==> config.mk <==
export PLATFORM = sky130hd
export DESIGN_NAME = fmx_fir_lane
export DESIGN_NICKNAME = d
export VERILOG_FILES = /design/src/hdl/fmx_pkg.sv /design/src/hdl/fmx_fir_lane.sv
export SDC_FILE = /design/constraint.sdc
export NUM_CORES = 2
export LEC_CHECK = 0
export BUFFER_PORTS_ARGS = -buffer_cell sky130_fd_sc_hd__buf_2
export CORE_ASPECT_RATIO = 1.25
export CORE_MARGIN = 4
export CORE_UTILIZATION = 45
export DETAILED_ROUTE_END_ITERATION = 7
export PLACE_DENSITY = 0.69
export SYNTH_ARGS = -nofsm -noshare
export SYNTH_HDL_FRONTEND = slang
export SYNTH_SLANG_ARGS = --single-unit
==> constraint.sdc <==
create_clock -name clk -period 11.07 [get_ports clk]
set_clock_uncertainty 0.2 [all_clocks]
set_input_delay 3.321 -clock clk [delete_from_list [all_inputs] [get_ports clk]]
set_output_delay 3.321 -clock clk [all_outputs]
set_load 0.005 [all_outputs]
==> src/hdl/fmx_pkg.sv <==
// ----------------------------------------------------------------------------
// FM stereo encoder package
// Shared constants, codes, control types and small tables of the encoder.
// ----------------------------------------------------------------------------
`default_nettype none

package fmx_pkg;

  localparam int DEF_TAP_COUNT    = 32;
  localparam int DEF_PHASE_COUNT  = 32;
  localparam int DEF_SAMPLE_WIDTH = 16;
  localparam int DEF_COEF_WIDTH   = 18;

  localparam int CFG_W   = 22;
  localparam int CFG_IW  = 2;
  localparam int POS_W   = 24;
  localparam int ENV_W   = 32;
  localparam int MPX_W   = 24;
  localparam int IDX_W   = 10;
  localparam int MAX_OUT = 32;
  localparam int CNT_W   = $clog2(MAX_OUT + 1);

  localparam logic [CFG_W-1:0] RATIO_MIN   = 22'd65536;
  localparam logic [CFG_W-1:0] RATIO_MAX   = 22'd2097152;
  localparam logic [CFG_W-1:0] RATIO_RESET = 22'd338826;
  localparam logic [CFG_W-1:0] SCALE_RESET = 22'd405635;
  localparam logic [POS_W-1:0] POS_STEP    = 24'd65536;

  localparam logic [ENV_W-1:0] ENV_ONE    = 32'd16777216;
  localparam logic [ENV_W-1:0] DECAY_Q32  = 32'd4294945821;
  localparam logic [ENV_W-1:0] GAIN_FLOOR = 32'd167772;

  localparam logic signed [19:0] SUM_GAIN  = 20'sd265421;
  localparam logic signed [19:0] DIFF_GAIN = 20'sd229861;
  localparam int ROUND_HALF = 32768;
  localparam int MPX_MAX    = 8388607;
  localparam int MPX_MIN    = -8388608;

  // Input word codes
  localparam logic CMD_COEF  = 1'b0;
  localparam logic CMD_FRAME = 1'b1;

  // Register indexes
  localparam logic [CFG_IW-1:0] REG_RATIO  = 2'd0;
  localparam logic [CFG_IW-1:0] REG_SCALE  = 2'd1;
  localparam logic [CFG_IW-1:0] REG_STEREO = 2'd2;

  typedef enum logic [2:0] {
    SEQ_IDLE,
    SEQ_CHECK,
    SEQ_PHASE,
    SEQ_MAC,
    SEQ_MIX,
    SEQ_OUT
  } seq_state_t;

  typedef enum logic [2:0] {
    MIX_IDLE,
    MIX_ENV,
    MIX_JOIN,
    MIX_DIV,
    MIX_MULT,
    MIX_SUM
  } mix_state_t;

  typedef struct packed {
    logic wr;
    logic rd;
    logic mul;
    logic acc_en;
    logic clr;
  } lane_ctrl_t;

  // 0.9 * sin(step * 30 degrees) in Q18
  function automatic logic signed [19:0] pilot_value(input logic [3:0] step);
    logic signed [19:0] v;
    case (step)
      4'd0:    v = 20'sd0;
      4'd1:    v = 20'sd117965;
      4'd2:    v = 20'sd204321;
      4'd3:    v = 20'sd235930;
      4'd4:    v = 20'sd204321;
      4'd5:    v = 20'sd117965;
      4'd6:    v = 20'sd0;
      4'd7:    v = -20'sd117965;
      4'd8:    v = -20'sd204321;
      4'd9:    v = -20'sd235930;
      4'd10:   v = -20'sd204321;
      4'd11:   v = -20'sd117965;
      default: v = 20'sd0;
    endcase
    return v;
  endfunction

  // 38 kHz carrier gain over six steps
  function automatic logic signed [19:0] diff_gain(input logic [2:0] step);
    logic signed [19:0] v;
    case (step)
      3'd1, 3'd2: v = DIFF_GAIN;
      3'd4, 3'd5: v = -DIFF_GAIN;
      default:    v = 20'sd0;
    endcase
    return v;
  endfunction

endpackage

`default_nettype wire

==> src/hdl/fmx_fir_lane.sv <==
// ----------------------------------------------------------------------------
// FIR lane
// Sample history ring and a multiply-accumulate over the taps of one phase.
// ----------------------------------------------------------------------------
`default_nettype none

module fmx_fir_lane #(
  parameter int TAPS  = 32,
  parameter int SW    = 16,
  parameter int CW    = 18,
  parameter int ACC_W = 39
) (
  input  wire                        clk,
  input  wire                        rst_n,
  input  fmx_pkg::lane_ctrl_t        ctrl,
  input  wire  [$clog2(TAPS)-1:0]    wr_idx,
  input  wire  [$clog2(TAPS)-1:0]    rd_idx,
  input  wire  signed [SW-1:0]       sample,
  input  wire  signed [CW-1:0]       coef,
  output logic signed [ACC_W-1:0]    acc
);
  import fmx_pkg::*;

  localparam int PW = SW + CW;

  logic signed [SW-1:0]    hist_r [TAPS];
  logic signed [SW-1:0]    hq_r;
  logic signed [PW-1:0]    prod_r;
  logic signed [ACC_W-1:0] acc_r;

  always_ff @(posedge clk) begin
    if (!rst_n) begin
      for (int i = 0; i < TAPS; i++) hist_r[i] <= '0;
    end else if (ctrl.wr) begin
      hist_r[wr_idx] <= sample;
    end
  end

  always_ff @(posedge clk) begin
    if (ctrl.rd) hq_r <= hist_r[rd_idx];
    if (ctrl.mul) prod_r <= PW'(coef) * PW'(hq_r);
    if (ctrl.clr) begin
      acc_r <= '0;
    end else if (ctrl.acc_en) begin
      acc_r <= acc_r + ACC_W'(prod_r);
    end
  end

  assign acc = acc_r;

endmodule

`default_nettype wire

==> impl_metrics.ini <==
[sta]
timing.final.ws_setup_ns = 1.66
tns_ns = 0
report.final.setup_viol = 0
worst_pin_slew_ns = 1.19
final_hold_viol_count = 0
maxClockFrequency_ghz = 0.106
timing.max_slew.rel_slack = 0.203
rsz0062_at_grt = false
final_count_of_pins_violating_max_slew = 0
layout_min_cycle_time_ns = 9.41
min_period_over_period = 0.850

[placement]
portBuffers = 89
inst_count_dp = 4189
dp.final_hpwl_mm = 61.5
gp_routability_congestion = 0.868
worst_case_setup_slack_after_placement_ns = 1.13

[clock_network]
cts_repair_resize_count = 0
cts.sink_count = 601
cts_htree_levels = 3
cts_hold_buffers = 0
cts-buffers-inserted = 67
root_buffer_selected_by_cts = sky130_fd_sc_hd__clkbuf_16
clk_pin_slew_ns = 0.06
post-cts-setup-buffer-count = 0
clock_tree.buffer_depth = 3
worstSkewPairLatency_ns = 0.61
cts_tree = built

[synthesis]
synth.net_count = 3550
postSynthCellCount = 3084
synth.top_cells.by_count = 647 x sky130_fd_sc_hd__and2_1, 562 x sky130_fd_sc_hd__edfxtp_1, 331 x sky130_fd_sc_hd__inv_1
post_synth.cell_area_avg_sq_um = 12.6
synth.area.top_cells = sky130_fd_sc_hd__edfxtp_1 43%, sky130_fd_sc_hd__fa_1 15%, sky130_fd_sc_hd__and2_1 10%
ys.warnings.count = 0
post_synth_instance_area_sq_mm = 0.0389
post-synth-top-area-cell = sky130_fd_sc_hd__edfxtp_1
synth_seq_area_share = 0.454
yosys_register_bits = 601
postSynth.topFlopCell = sky130_fd_sc_hd__edfxtp_1
synth_edf_count = 562
synth_top_area_frac = 0.434
post-synth-top-count-cell = sky130_fd_sc_hd__and2_1
synth.distinct_cells = 73
async_flop_share = 0

[critical_path]
cp_max_fo = 16
slowest_stage_delay_on_critical_path_ns = 0.56
setup.worst_path.end_class = register
critical_path_required_ns = 11.33
crit_slowest_cell = sky130_fd_sc_hd__fa_1
cp_data_arrival_time_ns = 9.67
critical_path_class = input pin to register
cp_cell_sequence = buf_2 > nand2_1 > fa_1 > inv_1 > fa_1 > inv_1 > fa_1 > inv_1 > fa_1 > fa_1 > inv_1 > fa_1 > inv_1 > ha_1 > a21o_1 > a21oi_1 > o21bai_1 > a221o_1 > a311oi_1 > o311a_1 > o41ai_4 > nor4b_1 > a211o_1
r2r_cells = 22
timing.critical_path.from_type = input pin
cp_common_cell = sky130_fd_sc_hd__fa_1

[global_route]
first_global_vias = 24600
gr-usage-all-layers = 0.199
first_pass_grt_wire_length_mm = 140
global_route.overflow_total = 0
antenna_violations_before_repair = 6
grt_max_degree = 73

[finish]
drive_gt1_frac = 0.130
fin_cells = 4316
multi_input_comb_area_sq_mm = 0.0193
final-seq-area_sq_mm = 0.0177
net_total_in_the_final_layout = 3565
fillers = 7388
area.growth.synth_to_final_pct = 9.50

[hold_path]
holdCritPathClass = register to register
worst_hold_path.num_cells = 2

[die]
effective_utilization_at_floorplan = 0.454
die_width_microns = 271
placeableCoreArea_sq_mm = 0.0857
design.portCount = 90
floorplan.die_area_sq_mm = 0.0912
die_h_microns = 337
placement_rows = 120

[flow_run]
maxCapViolations = 0

[detailed_routing]
detail_route.wl_per_cell_microns = 20.8
dr.first_iter.drc_count = 1929
vias_after_detailed_routing = 23300
drc_violations_left = 0
routed_via_density = 5.40
final_antenna_net_count = 0
detailedRoute.firstPassIterationCount = 5
route.final.wire_length_mm = 89.7

[outcome]
outcome = finished clean
## registers in the layout (all words and copies together), names as in the netlist
register / flops
acc: 39
hq_r: 16
hist_r: 512
prod_r: 34
## final timing paths
check	startpoint	endpoint	slack, ns
setup reg to reg	hq_r[8]	prod_r[31]	3.77
setup / recovery	coef[7]	prod_r[31]	1.66
hold reg to reg	acc[21]	acc[21]	0.29
hold / removal	acc[21]	acc[21]	0.29
## worst max-delay path: cells and delay by family
family	cells	cell delay, ns
AND/OR/NAND/NOR	2	0.47
AO/OA/AOI/OAI	8	1.95
buffers and inverters	6	0.57
adder cells (fa/ha/maj)	7	3.34
## layer usage
layer,GRT usage,part of all wire,vias to the layer above
li1,-,-,10600
met1,0.252,0.40,11800
met2,0.345,0.50,768
met3,0.0376,0.071,169
met4,0.0695,0.034,10
met5,0,0.00078,-
## layout make-up
type	count	area share
sequential	601	0.415
multi-input combinational	1967	0.453
tap	1159	0.0340
clock buffer	77	0.0407
antenna	5	0.000294
timing repair buffer	130	0.0179
clock inverter	45	0.0102
inverter	332	0.0293
## layout by cell type, fill, tap and decap left out, types with 36 or more instances in the layout
cell                        netlist  routed
sky130_fd_sc_hd__and2_1         647     647
sky130_fd_sc_hd__edfxtp_1       562     562
sky130_fd_sc_hd__inv_1          331     331
sky130_fd_sc_hd__fa_1           291     291
sky130_fd_sc_hd__nand2_1        190     190
sky130_fd_sc_hd__mux4_2         160     160
sky130_fd_sc_hd__ha_1           124     124
sky130_fd_sc_hd__nor2_1         100     100
sky130_fd_sc_hd__buf_2            1      87
sky130_fd_sc_hd__clkbuf_16        0      68
sky130_fd_sc_hd__a21oi_1         60      60
sky130_fd_sc_hd__buf_4            0      42
sky130_fd_sc_hd__dfxtp_1         39      39
sky130_fd_sc_hd__o21ai_1          4      36
## cells by family after synthesis
family | after synthesis | synth area share
XOR/XNOR | 52 | 0.0117
AO/OA/AOI/OAI | 250 | 0.0422
buffers and inverters | 516 | 0.0501
multiplexers | 193 | 0.102
flip-flops | 601 | 0.454
adder cells (fa/ha/maj) | 415 | 0.190
AND/OR/NAND/NOR | 1057 | 0.151
## per-stage QoR
| stage | util | hold WS, ns | cell area, sq um |
|---|---|---|---|
| after floorplan | - | 0.274 | 38900 |
| after global placement | 0.471 | 0.268 | 40400 |
| after detailed placement | 0.471 | 0.277 | 40400 |
| after CTS | 0.497 | 0.286 | 42600 |
| after global routing | 0.497 | 0.294 | 42600 |
| final | 0.497 | 0.286 | 42600 |
Power is left out: the tool's default activity adds up to more than one toggle a clock period on the data nets, which glitch-free logic cannot reach.
